`src/sv/lld_pkg.sv`:
```
`timescale 1ns / 1ps
`default_nettype none

package lld_pkg;

  // One input item: a new request or the completion of an earlier one.
  typedef struct packed {
    logic       action;
    logic [3:0] done_target;
  } in_item_t;

  // One result item.
  typedef struct packed {
    logic [1:0]  status;
    logic [3:0]  chosen_target;
    logic [15:0] pending_now;
  } out_item_t;

  localparam logic ACTION_REQUEST  = 1'b0;
  localparam logic ACTION_COMPLETE = 1'b1;

  localparam logic [1:0] STATUS_DISPATCHED = 2'd0;
  localparam logic [1:0] STATUS_REJECTED   = 2'd1;
  localparam logic [1:0] STATUS_COMPLETED  = 2'd2;

  localparam int unsigned CFG_IDX_W  = 2;
  localparam int unsigned CFG_DATA_W = 16;

  localparam logic [CFG_IDX_W-1:0] REG_TARGET_COUNT  = 2'd0;
  localparam logic [CFG_IDX_W-1:0] REG_MAX_PENDING   = 2'd1;
  localparam logic [CFG_IDX_W-1:0] REG_LIMIT_ENABLED = 2'd2;

  typedef enum logic [2:0] {
    ST_IDLE,
    ST_SCAN,
    ST_UPD,
    ST_CPL,
    ST_RESP
  } state_t;

endpackage

`default_nettype wire

```
`src/sv/least_loaded_dispatcher.sv`:
```
`timescale 1ns / 1ps
`default_nettype none

// Channel   Direction  Handshake              Payload
// in_       input      in_valid / in_ready    lld_pkg::in_item_t
// out_      output     out_valid / out_ready  lld_pkg::out_item_t
// cfg_      input      cfg_we (no wait)       cfg_idx, cfg_wdata
//
// A dispatched request reads every entry within the effective target count: the load
// table has a single read port and is scanned one entry per cycle, then one state writes
// the chosen entry and one hands off the result. A completion reads, decrements and
// hands off; a rejected request goes straight to the response state.
// Reset is synchronous and active low; per-entry valid bits make the whole load table
// read as zero right after reset, so no clearing pass is needed.
// A stalled output holds only the result register; the next item is taken meanwhile and
// waits in the response state only if its own result finds the register still full.

module least_loaded_dispatcher #(
  parameter int unsigned NUM_TARGETS = 16,
  parameter int unsigned COUNT_BITS  = 16
) (
  input  wire logic                             clk,
  input  wire logic                             rst_n,
  input  wire logic                             in_valid,
  output logic                                  in_ready,
  input  wire lld_pkg::in_item_t                in_data,
  output logic                                  out_valid,
  input  wire logic                             out_ready,
  output lld_pkg::out_item_t                    out_data,
  input  wire logic                             cfg_we,
  input  wire logic [lld_pkg::CFG_IDX_W-1:0]    cfg_idx,
  input  wire logic [lld_pkg::CFG_DATA_W-1:0]   cfg_wdata
);

  localparam int unsigned TGT_W = (NUM_TARGETS > 1) ? $clog2(NUM_TARGETS) : 1;
  localparam int unsigned NW    = TGT_W + 1;
  localparam int unsigned PW    = (COUNT_BITS > 16) ? COUNT_BITS : 16;

  typedef logic [COUNT_BITS-1:0] cnt_t;

  function automatic cnt_t sat_inc(input cnt_t v);
    return (v == '1) ? v : v + cnt_t'(1);
  endfunction

  function automatic cnt_t sat_dec(input cnt_t v);
    return (v == '0) ? v : v - cnt_t'(1);
  endfunction

  // Configuration registers.
  logic [4:0]  tc_r;
  logic [15:0] max_pend_r;
  logic        lim_en_r;

  always_ff @(posedge clk) begin
    if (!rst_n) begin
      tc_r       <= 5'd1;
      max_pend_r <= 16'd1;
      lim_en_r   <= 1'b1;
    end else if (cfg_we) begin
      unique case (cfg_idx)
        lld_pkg::REG_TARGET_COUNT:  tc_r       <= cfg_wdata[4:0];
        lld_pkg::REG_MAX_PENDING:   max_pend_r <= cfg_wdata;
        lld_pkg::REG_LIMIT_ENABLED: lim_en_r   <= cfg_wdata[0];
        default: ;
      endcase
    end
  end

  // Load table: one write port, one registered read port.
  cnt_t                   mem [NUM_TARGETS];
  logic [NUM_TARGETS-1:0] vld_r;
  cnt_t                   rd_data_r;
  logic                   rd_vld_r;
  logic                   mem_re;
  logic [TGT_W-1:0]       mem_raddr;
  logic                   mem_we;
  logic [TGT_W-1:0]       mem_waddr;
  cnt_t                   mem_wdata;
  cnt_t                   load_cur;

  always_ff @(posedge clk) begin
    if (mem_we) begin
      mem[mem_waddr] <= mem_wdata;
    end
    if (mem_re) begin
      rd_data_r <= mem[mem_raddr];
    end
  end

  always_ff @(posedge clk) begin
    if (!rst_n) begin
      vld_r    <= '0;
      rd_vld_r <= 1'b0;
    end else begin
      if (mem_we) begin
        vld_r[mem_waddr] <= 1'b1;
      end
      if (mem_re) begin
        rd_vld_r <= vld_r[mem_raddr];
      end
    end
  end

  // An entry never written since reset holds a load of zero.
  assign load_cur = rd_vld_r ? rd_data_r : '0;

  // Control and datapath registers.
  lld_pkg::state_t    state_r, state_nxt;
  cnt_t               pend_r, pend_nxt;
  logic [TGT_W-1:0]   ptr_r, ptr_nxt;
  logic [NW-1:0]      n_r, n_nxt;
  logic [NW-1:0]      left_r, left_nxt;
  logic [TGT_W-1:0]   idx_r, idx_nxt;
  logic [TGT_W-1:0]   rd_idx_r, rd_idx_nxt;
  logic               first_r, first_nxt;
  logic [TGT_W-1:0]   best_r, best_nxt;
  cnt_t               best_load_r, best_load_nxt;
  logic [3:0]         done_r, done_nxt;
  logic               done_ok_r, done_ok_nxt;
  lld_pkg::out_item_t res_r, res_nxt;
  logic               out_valid_r, out_valid_nxt;
  lld_pkg::out_item_t out_data_r, out_data_nxt;

  logic          accept;
  logic          out_free;
  logic [15:0]   limit;
  logic          reject;
  logic [NW-1:0] n_eff;
  logic [NW-1:0] ptr_ext;
  logic [NW-1:0] start;
  logic [NW-1:0] start_inc;
  logic [NW-1:0] idx_inc;
  logic          in_done_ok;
  cnt_t          pend_dec;
  cnt_t          pend_inc;

  assign in_ready  = (state_r == lld_pkg::ST_IDLE);
  assign accept    = in_valid && in_ready;
  assign out_free  = !out_valid_r || out_ready;
  assign out_valid = out_valid_r;
  assign out_data  = out_data_r;

  assign limit  = (max_pend_r == 16'd0) ? 16'd1 : max_pend_r;
  assign reject = lim_en_r && (PW'(pend_r) >= PW'(limit));

  always_comb begin
    if (tc_r == 5'd0) begin
      n_eff = NW'(1);
    end else if (32'(tc_r) > 32'(NUM_TARGETS)) begin
      n_eff = NW'(NUM_TARGETS);
    end else begin
      n_eff = NW'(tc_r);
    end
  end

  // After the target count was lowered the pointer may sit outside it; the scan then
  // starts at target zero.
  assign ptr_ext   = NW'(ptr_r);
  assign start     = (ptr_ext < n_eff) ? ptr_ext : '0;
  assign start_inc = start + NW'(1);
  assign idx_inc   = NW'(idx_r) + NW'(1);

  assign in_done_ok = (32'(in_data.done_target) < 32'(NUM_TARGETS));
  assign pend_dec   = sat_dec(pend_r);
  assign pend_inc   = sat_inc(pend_r);

  // Next state.
  always_comb begin
    state_nxt = state_r;
    unique case (state_r)
      lld_pkg::ST_IDLE: begin
        if (accept) begin
          if (in_data.action == lld_pkg::ACTION_COMPLETE) begin
            state_nxt = lld_pkg::ST_CPL;
          end else if (reject) begin
            state_nxt = lld_pkg::ST_RESP;
          end else begin
            state_nxt = lld_pkg::ST_SCAN;
          end
        end
      end
      lld_pkg::ST_SCAN: begin
        if (left_r == '0) begin
          state_nxt = lld_pkg::ST_UPD;
        end
      end
      lld_pkg::ST_UPD: state_nxt = lld_pkg::ST_RESP;
      lld_pkg::ST_CPL: state_nxt = lld_pkg::ST_RESP;
      lld_pkg::ST_RESP: begin
        if (out_free) begin
          state_nxt = lld_pkg::ST_IDLE;
        end
      end
      default: state_nxt = lld_pkg::ST_IDLE;
    endcase
  end

  // Outputs and datapath.
  always_comb begin
    mem_re        = 1'b0;
    mem_raddr     = idx_r;
    mem_we        = 1'b0;
    mem_waddr     = best_r;
    mem_wdata     = sat_inc(best_load_r);
    pend_nxt      = pend_r;
    ptr_nxt       = ptr_r;
    n_nxt         = n_r;
    left_nxt      = left_r;
    idx_nxt       = idx_r;
    rd_idx_nxt    = rd_idx_r;
    first_nxt     = first_r;
    best_nxt      = best_r;
    best_load_nxt = best_load_r;
    done_nxt      = done_r;
    done_ok_nxt   = done_ok_r;
    res_nxt       = res_r;
    out_valid_nxt = out_ready ? 1'b0 : out_valid_r;
    out_data_nxt  = out_data_r;

    unique case (state_r)
      lld_pkg::ST_IDLE: begin
        if (accept) begin
          done_nxt    = in_data.done_target;
          done_ok_nxt = in_done_ok;
          if (in_data.action == lld_pkg::ACTION_COMPLETE) begin
            mem_re     = in_done_ok;
            mem_raddr  = TGT_W'(in_data.done_target);
            rd_idx_nxt = TGT_W'(in_data.done_target);
          end else if (reject) begin
            res_nxt.status        = lld_pkg::STATUS_REJECTED;
            res_nxt.chosen_target = 4'd0;
            res_nxt.pending_now   = 16'(pend_r);
          end else begin
            // The first read goes out now; the rest follow one per cycle.
            mem_re     = 1'b1;
            mem_raddr  = TGT_W'(start);
            rd_idx_nxt = TGT_W'(start);
            idx_nxt    = TGT_W'(start);
            n_nxt      = n_eff;
            left_nxt   = n_eff - NW'(1);
            first_nxt  = 1'b1;
            ptr_nxt    = (start_inc >= n_eff) ? '0 : TGT_W'(start_inc);
          end
        end
      end
      lld_pkg::ST_SCAN: begin
        // Only a strictly smaller load displaces the earlier pick in rotation order.
        if (first_r || (load_cur < best_load_r)) begin
          best_nxt      = rd_idx_r;
          best_load_nxt = load_cur;
        end
        first_nxt = 1'b0;
        if (left_r != '0) begin
          mem_re     = 1'b1;
          mem_raddr  = (idx_inc >= n_r) ? '0 : TGT_W'(idx_inc);
          idx_nxt    = mem_raddr;
          rd_idx_nxt = mem_raddr;
          left_nxt   = left_r - NW'(1);
        end
      end
      lld_pkg::ST_UPD: begin
        mem_we                = 1'b1;
        mem_waddr             = best_r;
        mem_wdata             = sat_inc(best_load_r);
        pend_nxt              = pend_inc;
        res_nxt.status        = lld_pkg::STATUS_DISPATCHED;
        res_nxt.chosen_target = 4'(best_r);
        res_nxt.pending_now   = 16'(pend_inc);
      end
      lld_pkg::ST_CPL: begin
        mem_we                = done_ok_r;
        mem_waddr             = rd_idx_r;
        mem_wdata             = sat_dec(load_cur);
        pend_nxt              = pend_dec;
        res_nxt.status        = lld_pkg::STATUS_COMPLETED;
        res_nxt.chosen_target = done_r;
        res_nxt.pending_now   = 16'(pend_dec);
      end
      lld_pkg::ST_RESP: begin
        if (out_free) begin
          out_valid_nxt = 1'b1;
          out_data_nxt  = res_r;
        end
      end
      default: ;
    endcase
  end

  always_ff @(posedge clk) begin
    if (!rst_n) begin
      state_r     <= lld_pkg::ST_IDLE;
      pend_r      <= '0;
      ptr_r       <= '0;
      out_valid_r <= 1'b0;
      first_r     <= 1'b0;
      left_r      <= '0;
    end else begin
      state_r     <= state_nxt;
      pend_r      <= pend_nxt;
      ptr_r       <= ptr_nxt;
      out_valid_r <= out_valid_nxt;
      first_r     <= first_nxt;
      left_r      <= left_nxt;
    end
  end

  always_ff @(posedge clk) begin
    n_r         <= n_nxt;
    idx_r       <= idx_nxt;
    rd_idx_r    <= rd_idx_nxt;
    best_r      <= best_nxt;
    best_load_r <= best_load_nxt;
    done_r      <= done_nxt;
    done_ok_r   <= done_ok_nxt;
    res_r       <= res_nxt;
    out_data_r  <= out_data_nxt;
  end

endmodule

`default_nettype wire
```
`config.mk`:
```
export PLATFORM = sky130hd
export DESIGN_NAME = least_loaded_dispatcher
export DESIGN_NICKNAME = d
export VERILOG_FILES = /design/src/sv/lld_pkg.sv /design/src/sv/least_loaded_dispatcher.sv
export SDC_FILE = /design/constraint.sdc
export NUM_CORES = 1
export LEC_CHECK = 0
export BUFFER_PORTS_ARGS = -buffer_cell sky130_fd_sc_hd__buf_4
export CORE_MARGIN = 2
export CORE_UTILIZATION = 55
export DETAILED_ROUTE_END_ITERATION = 10
export PLACE_DENSITY = 0.72
export SKIP_CTS_REPAIR_TIMING = 1
export SLEW_MARGIN = 20
export SYNTH_ARGS = -nofsm -noshare
export SYNTH_HDL_FRONTEND = slang
export SYNTH_SLANG_ARGS = --single-unit
```
`constraint.sdc`:
```
create_clock -name clk -period 4.1 [get_ports clk]
set_clock_uncertainty 0.2 [all_clocks]
set_input_delay 0.615 -clock clk [delete_from_list [all_inputs] [get_ports clk]]
set_output_delay 0.615 -clock clk [all_outputs]
set_load 0.03 [all_outputs]
```
# [Word-level counts from Yosys, hierarchy flattened]
# Memories as Yosys holds them, arrays and structs flattened. A register that Yosys moved wholly into a read port is not among the register bits.
# Cells that the tools add are included.
[totals] regBits=150 ram_bits=256 input_bits=28 output_inout_bits=24 word_cells=152 mem_count=1
[classes] add_sub_neg=8 n_lt_le_gt_ge=9 eq_ne=16 n_mux=61 bitwise_logic=3 n_reduce_logical=31
[mem_list] memory="mem" words=16 word_bits=16 rd=1 rd_clocked_by_memory_dff=1 wr=1 line_no="least_loaded_dispatcher.sv:70" rtl="cnt_t mem [NUM_TARGETS];"
[ops] operator="16-bit 2-to-1 mux" n=7
[ops] operator="22-bit 2-to-1 mux" n=3
[ops] operator="22-bit one-hot mux with 3 select lines" n=1
[ops] operator="4-bit 2-to-1 mux" n=14
[ops] operator="16-bit logical NOT" n=3
[ops] operator="16-bit by 1-bit adder with 16-bit output (second input constant)" n=2
[ops] operator="16-bit == test (second input constant)" n=2
[ops] operator="16-bit one-hot mux with 2 select lines" n=1
[ops] operator="16-bit by 1-bit subtractor with 16-bit output (second input constant)" n=2
[ops] operator="5-bit 2-to-1 mux" n=6
[ops] operator="4-bit one-hot mux with 2 select lines" n=3
[ops] operator="16-bit >= comparator" n=1
[ops] operator="16-bit < comparator" n=1
[ops] operator="16-bit OR" n=1
[ops] operator="4-bit AND reduction" n=4
[ops] operator="1-bit 2-to-1 mux" n=15
[ops] operator="3-bit 2-to-1 mux" n=5
[ops] operator="3-bit one-hot mux with 4 select lines" n=1
[ops] operator="2-bit AND reduction" n=6
[ops] operator="4-bit by 1-bit adder with 5-bit output (second input constant)" n=2
[ops] operator="5-bit >= comparator" n=2
[ops] operator="5-bit logical NOT" n=2
[ops] operator="4-bit by 5-bit < comparator with 1-bit output (second input constant)" n=2
[ops] operator="2-bit inequality test (second input constant)" n=5
[ops] operator="27 further kinds" n=37

# [Longest topological paths before layout]
# Gate-level depths: netlist of the first run.
[logic_depth] depth_word=11 depth_mapped=17 depth_no_buf=17

# [Worst setup path before layout of the first run]
# No wires, ideal clock.
[synth_path] path_kind="flip-flop to flip-flop" start="register rd_data_r[1] (read register of mem)" end="register best_load_r[0], enable pin" setup_time_ns=0.428 arrival_ns=3.476 required_time_ns=3.472 slack_ns=-0.004 path_stages_with_launch=13 n_path_buf=0 period_less_slack_ns=4.104 path_cell_list="edfxtp_1 nand2_1 inv_1 ha_1 a21boi_0 o21a_1 o21a_1 o21a_1 o21a_1 o21a_1 o21ai_0 a21oi_1 a211oi_1"
[synth_between] elab_chain_cells=4
[synth_rtl] element="start, declared" line_no="least_loaded_dispatcher.sv:72" rtl="cnt_t rd_data_r;"
[synth_rtl] element="16-bit 2-to-1 mux" line_no="least_loaded_dispatcher.sv:105" rtl="assign load_cur = rd_vld_r ? rd_data_r : '0;"
[synth_rtl] element="named net load_cur[1]" line_no="least_loaded_dispatcher.sv:79" rtl="cnt_t load_cur;"
[synth_rtl] element="16-bit < comparator" line_no="least_loaded_dispatcher.sv:248" rtl="if (first_r || (load_cur < best_load_r)) begin"
[synth_rtl] element="1-bit logical OR" line_no="least_loaded_dispatcher.sv:248"
[synth_rtl] element="2-bit AND reduction (no source line)"
[synth_rtl] element="end signal, assigned" line_no="least_loaded_dispatcher.sv:312" rtl="best_load_r <= best_load_nxt;"
[synth_rtl] element="end, declared" line_no="least_loaded_dispatcher.sv:117" rtl="cnt_t best_load_r, best_load_nxt;"
# The timed path passes the listed nets, and every way through them passes these cells.
# A chain may end at the register's enable or synchronous reset.

# [Worst setup path after layout of the first run]
[layout_path] start="register max_pend_r[9]" end="register rd_data_r[0] (read register of mem), data pin"
[layout_between] elab_chain_cells=8 word_cells_on_any_way=12 cone_classes="order compare: 1; mux: 9; reduce/logical: 2"
[layout_rtl] element="start, declared" line_no="least_loaded_dispatcher.sv:51" rtl="logic [15:0] max_pend_r;"
[layout_rtl] element="start signal, assigned" line_no="least_loaded_dispatcher.sv:62" rtl="lld_pkg::REG_MAX_PENDING: max_pend_r <= cfg_wdata;"
[layout_rtl] element="16-bit logical NOT" line_no="least_loaded_dispatcher.sv:143" rtl="assign limit = (max_pend_r == 16'd0) ? 16'd1 : max_pend_r;"
[layout_rtl] element="16-bit 2-to-1 mux (*)" line_no="least_loaded_dispatcher.sv:143"
[layout_rtl] element="16-bit >= comparator (*)" line_no="least_loaded_dispatcher.sv:144" rtl="assign reject = lim_en_r && (PW'(pend_r) >= PW'(limit));"
[layout_rtl] element="1-bit logical AND (*)" line_no="least_loaded_dispatcher.sv:144"
[layout_rtl] element="4-bit 2-to-1 mux / 1-bit 2-to-1 mux (equally long branches)"
[layout_rtl] element="4-bit 2-to-1 mux / 1-bit 2-to-1 mux (equally long branches)" line_no="least_loaded_dispatcher.sv:225" rtl="if (in_data.action == lld_pkg::ACTION_COMPLETE) begin"
[layout_rtl] element="4-bit 2-to-1 mux / 1-bit 2-to-1 mux (equally long branches)" line_no="least_loaded_dispatcher.sv:222" rtl="if (accept) begin"
[layout_rtl] element="4-bit one-hot mux with 2 select lines / 1-bit one-hot mux with 2 select lines (equally long branches)" line_no="least_loaded_dispatcher.sv:220" rtl="unique case (state_r)"
# Every way passes the cells marked *; elsewhere a longest branch is shown, timed or not.

==> results of run 1 <==
cell usage in the layout (no fill, tap or decap), drive strengths merged, types with 5 or more instances in the layout:
cell type,instances
a211oi,9
a21o,6
a21oi,75
a22oi,5
a31oi,11
a32oi,16
and2,27
and3,14
and4,8
buf,130
clkbuf,61
clkinv,13
dfxtp,69
edfxtp,353
ha,53
inv,65
mux2,36
mux2i,131
nand2,183
nand2b,15
nand3,29
nand4,14
nor2,104
nor2b,7
nor3,22
nor4,14
o211ai,8
o21a,7
o21ai,79
o221ai,17
o22ai,6
o31ai,5
or3,6
or4,8
xnor2,27
xor2,6
kinds of logic after synthesis:
group                    Yosys count  synth area share
AO/OA/AOI/OAI                    264            0.0869
AND/OR/NAND/NOR                  467             0.117
buffers and inverters            131            0.0265
flip-flops                       422             0.630
multiplexers                     167            0.0902
adder cells (fa/ha/maj)           53            0.0348
XOR/XNOR                          33            0.0152
layout make-up:
cell class,instances,area share
flip-flops and latches,422,0.546
multi-input cells,984,0.304
clock buffers,60,0.0528
repair buffers,131,0.0519
well taps,455,0.0259
inverters,65,0.0111
clock inverters,17,0.00855
diodes,1,0.000114
final timing paths:
| kind | from | slack (ps) | endpoint | depth (start not counted) |
|---|---|---|---|---|
| worst max-delay path | max_pend_r[9] | 180 | rd_data_r[0] | 14 |
| worst min-delay path | in_data[0] | 60 | done_r[0] | 1 |
| worst max register to register | max_pend_r[9] | 180 | rd_data_r[0] | 14 |
| worst min register to register | res_r[21] | 220 | out_data[21] | 0 |
critical path: cells and delay by family, from the launching register on:
family,cells,cell delay [ps]
buf+inv,2,530
flops,1,320
mux,1,340
simple gates,3,630
fa+ha+maj,1,130
compound gates,7,1450
sequential cells by signal, summed over array words and instances, names as in the netlist, 5 cells and up:
name,flops
res_r,22
best_load_r,16
out_data,22
n_r,5
rd_data_r,16
pend_r,16
mem,256
left_r,5
max_pend_r,16
tc_r,5
vld_r,16
metrics by stage:
step / setup TNS (ps) / area (sq um) / worst slack [ps]
floorplan: 0 / 19000 / 186
global placement: 0 / 20500 / 129
detailed placement: -229 / 20500 / -76.5
CTS: -200 / 21900 / -67.8
global route: 0 / 21900 / 36.6
finish: 0 / 21900 / 177
power by group:
part	internal (W)	total (W)	switching, W
logic	0.00140	0.00344	0.00204
registers	0.00521	0.00548	0.000267
clock network	0.00217	0.00375	0.00157
total	0.00878	0.0127	0.00388
per-layer routing:
layer	vias to the layer above	wire (um)	GRT usage	part of all wire
met5	-	0	0	0
met4	0	1020	0.0754	0.023
met1	6236	18700	0.341	0.43
met2	448	20600	0.401	0.47
li1	5940	-	-	-
met3	85	3180	0.0378	0.073
==> impl_metrics.csv, run 1 <==
group,metric,value,unit
global_routing,antenna_found_initial,0,
timing,hold_violations,0,
route,ant_nets,0,
logic_synthesis,syn_inst,1537,
setup_path,critPathLaunchType,"flop",
logic_synthesis,synth_top_cell_by_area,"edfxtp_1",
logic_synthesis,synthTopCellsByArea,"edfxtp_1, dfxtp_1, mux2i_1",
global_routing,grt_pass1_wl,67900,um
route,dr.pass1.iters,5,
logic_synthesis,synth_top_cell_area_share,0.557,
timing,grt_setup_unrepaired,"false",
global_routing,grt-ovfl-total,0,
die,die_w,190,um
run_status,status,"completed",
layout,finalNetCount,1727,
clock_tree,cts-root-buf,"clkbuf_16",
logic_synthesis,synth.most_common_cell,"edfxtp_1",
logic_synthesis,synthFlopType,"edfxtp_1",
layout,utilization,0.640,
route,wl,43500,um
clock_tree,clk_pin_slew,60,ps
timing,fin_crit_sh,0.957,
layout,drive_above_1_share,0.161,
setup_path,worstSetupPathType,"flop to flop",
logic_synthesis,yosys-top-cells-count,"edfxtp_1, nand2_1, mux2i_1",
setup_path,worstPathMaxFanout,27,
global_routing,grt_pass1_vias,12373,
layout,nFillCells,2536,
route,vias_per_cell,5.95,
logic_synthesis,synthArstFlopShare,0,
power,vdd_drop_max,0.000518,V
logic_synthesis,yosys.cell_types.count,65,
clock_tree,clock_path_buffers,3,
timing,worst_pin_slew,1070,ps
clock_tree,clk_latency,560,ps
logic_synthesis,syn_area,0.0190,sq mm
layout,regArea,0.0120,sq mm
layout,syn_to_final_growth,15.3,%
setup_path,crit_slowest_cell,"nor4_1",
global_routing,grt_usage,0.246,
timing,period_minus_slack,3920,ps
worst_hold_path,hold_path_class,"input port to flop",
timing,slew_headroom,0.289,
die,die_height,190,um
timing,setup_viol,0,
timing,fmax,255,MHz
logic_synthesis,synth_edf_count,353,
place,portBuffers,51,
place,hpwl,27500,um
timing,timing.hold.ws,63.7,ps
setup_path,cp-end-kind,"flop",
logic_synthesis,synth_nets,1618,
clock_tree,cts_buffers,42,
die,start_util,0.555,
logic_synthesis,yosysWarnings,0,
place,gp_congestion,0.910,
setup_path,worst_path_most_repeated_cell,"o21ai_0",
die,die-area,0.0361,sq mm
die,num_rows,68,
power,p_leak,8.40,nW
die,core_area,0.0343,sq mm
clock_tree,htree_levels,2,
power,total_power,0.0127,W
place,place_inst,2057,
route,drt_iter0_markers,949,
global_routing,grt_max_degree,39,
logic_synthesis,avgSynthCellArea,12.4,sq um
logic_synthesis,ys_ff_latch,422,
clock_tree,tritoncts,"yes",
route,wl_per_cell,20.4,um
setup_path,crit_chain,"nor4_1 -> a41o_1 -> ha_1 -> nor2b_1 -> o21ai_0 -> a41oi_2 -> o31ai_4 -> a211oi_1 -> nor3_2 -> clkbuf_16 -> buf_4 -> mux2_2 -> o21ai_0 -> o221ai_1",
layout,instances_no_fill,2135,
logic_synthesis,ys_seq_area_frac,0.630,
die,io-pin-count,52,
route,drc,0,
timing,slew_viol_final,0,
setup_path,arrival,4000,ps
clock_tree,cts_sinks,422,
power,powerDensity,577,mW/mm^2
setup_path,required,4180,ps
setup_path,max_stage_delay,350,ps
layout,multi_input_area,0.00667,sq mm
flow_run,max-cap-violations,0,
route,dr_total_vias,12709,
Note: power is estimated with default switching activity, not from simulation.
==> run 2: changes to the inputs <==
--- a/config.mk
+++ b/config.mk
@@ -7,9 +7,9 @@
 export LEC_CHECK = 0
 export BUFFER_PORTS_ARGS = -buffer_cell sky130_fd_sc_hd__buf_4
 export CORE_MARGIN = 2
-export CORE_UTILIZATION = 55
+export CORE_UTILIZATION = 30
 export DETAILED_ROUTE_END_ITERATION = 10
-export PLACE_DENSITY = 0.72
+export PLACE_DENSITY = 0.44
 export SKIP_CTS_REPAIR_TIMING = 1
 export SLEW_MARGIN = 20
 export SYNTH_ARGS = -nofsm -noshare
==> constraint.sdc (replaced) <==
create_clock -name clk -period 4.1 [get_ports clk]
set_clock_uncertainty 0.2 [all_clocks]
set_input_delay 0.82 -clock clk [delete_from_list [all_inputs] [get_ports clk]]
set_output_delay 0.82 -clock clk [all_outputs]
set_load 0.03 [all_outputs]
==> run 2 against run 1 <==
Against the previous run: flip-flop and latch count unchanged; critical path depth up 2; die area up 81%; largest power group unchanged; largest cell class unchanged; cell area up 6.0%.
==> impl_metrics.csv, run 2 (synthesis results as in run 1) <==
group,metric,value,unit
run_status,status,"completed",
clock_tree,htree_levels,2,
route,ant_nets,0,
die,die_w,256,um
power,internal_power,0.00965,W
setup_path,crit_family,"compound AO/OA/AOI/OAI gates",
setup_path,arrival,4030,ps
clock_tree,cts_sinks,422,
route,dr_total_vias,12596,
power,comb_power_share,0.277,
setup_path,cp-end-kind,"flop",
power,p_leak,8.83,nW
setup_path,worstPathMaxFanout,16,
clock_tree,clock_path_buffers,3,
setup_path,crit_buf_inv,3,
route,drc,0,
setup_path,max_stage_delay,370,ps
die,num_rows,92,
power,total_power,0.0140,W
place,place_inst,2472,
worst_hold_path,hold_path_class,"flop to flop",
clock_tree,clk_latency,600,ps
setup_path,crit_chain,"nor4_2 -> a41o_1 -> ha_1 -> nor2b_1 -> o21ai_0 -> a41oi_2 -> o31ai_4 -> buf_4 -> nand2_1 -> mux2i_1 -> o21a_4 -> buf_12 -> buf_4 -> nand2_1 -> a32oi_2 -> o221ai_2",
timing,setup_viol,0,
die,die-area,0.0655,sq mm
global_routing,grt_pass1_wl,77700,um
layout,final_common_cell,"edfxtp_1",
setup_path,worstSetupPathType,"flop to flop",
layout,largest_reg_flops,256,
die,die_height,256,um
timing,fin_crit_sh,0.953,
timing,period_minus_slack,3910,ps
layout,instances_no_fill,2580,
layout,regMostFlops,"mem",
clock_tree,cts-root-buf,"clkbuf_16",
die,io-pin-count,52,
global_routing,grt_max_degree,41,
power,vdd_drop_max,0.000317,V
layout,syn_to_final_growth,22.2,%
timing,hold_violations,0,
setup_path,crit_slowest_cell,"mux2i_1",
flow_run,max-cap-violations,0,
route,wl,52300,um
route,drt_iter0_markers,850,
setup_path,critPathLaunchType,"flop",
place,gp_congestion,0.791,
power,powerDensity,603,mW/mm^2
layout,final_cell_mix,"edfxtp_1, nand2_1, buf_4",
timing,worst_pin_slew,957,ps
clock_tree,clk_pin_slew,60,ps
place,post_dp_cell_area,0.0213,sq mm
timing,fin_setup_tns,0,ps
power,switchingPower,0.00437,W
power,clockPowerShare,0.332,
layout,utilization,0.370,
power,swShare,0.312,
global_routing,grt-ovfl-total,0,
layout,drive_above_1_share,0.193,
timing,slew_viol_final,0,
timing,slew_headroom,0.360,
die,core_area,0.0629,sq mm
die,start_util,0.303,
place,portBuffers,51,
global_routing,grt_usage,0.156,
layout,final_area,0.0233,sq mm
setup_path,required,4220,ps
power,power_frac_seq,0.391,
route,vias_per_cell,4.88,
timing,fmax,256,MHz
global_routing,grt_pass1_vias,12284,
layout,finalNetCount,1773,
route,wl_per_cell,20.3,um
place,hpwl,33100,um
global_routing,antenna_found_initial,0,
route,dr.pass1.iters,5,
clock_tree,tritoncts,"yes",
clock_tree,cts_buffers,49,
## run 2: changes by cell type in the layout (fill, tap and decap cells not counted), moves of 3 or more
cell / change
buf_4: +29
buf_12: +7
clkbuf_1: -7
clkbuf_16: +7
bufinv_16: +6
clkinv_2: +5
a21oi_1: +3
a21oi_2: -3
inv_6: +3
## run 2: worst paths after layout
check / from / end / slack [ps] / cells after the start
max: max_pend_r[12] / rd_data_r[0] / 190 / 16
min reg2reg: res_r[0] / out_data[0] / 220 / 0
min: res_r[0] / out_data[0] / 220 / 0
max reg2reg: max_pend_r[12] / rd_data_r[0] / 190 / 16
## run 2: metrics by stage
step | hold WS [ps] | setup WS, ps
finish | 219 | 193
CTS | 218 | -191
floorplan | 200 | 186
global placement | 201 | -97.9
global route | 225 | -2.70
detailed placement | 206 | -161
## run 2: cell type report
cell class                 instances  area, sq um
tap                              846         1060
multi-input combinational        984         6710
antenna                            1         2.50
sequential                       422        12000
clock inverter                    34          442
inverter                          65          244
timing repair buffer             170         1530
fill                            6168        39600
clock buffer                      58         1280
## run 2: layer usage
metal  track usage  wire (um)  share of wire
met4        0.0456       1300          0.025
met1         0.223      25300           0.48
met2         0.241      23300           0.45
met3        0.0266       2400          0.046
met5             0          0              0
## run 2: power groups by stage
stage                     Combinational (W)  Clock [W]  Sequential (W)
after floorplan                     0.00225          0         0.00546
after global placement              0.00365          0         0.00556
after detailed placement            0.00368          0         0.00556
after CTS                           0.00369    0.00477         0.00547
after global routing                0.00423    0.00494         0.00550
final                               0.00389    0.00465         0.00548
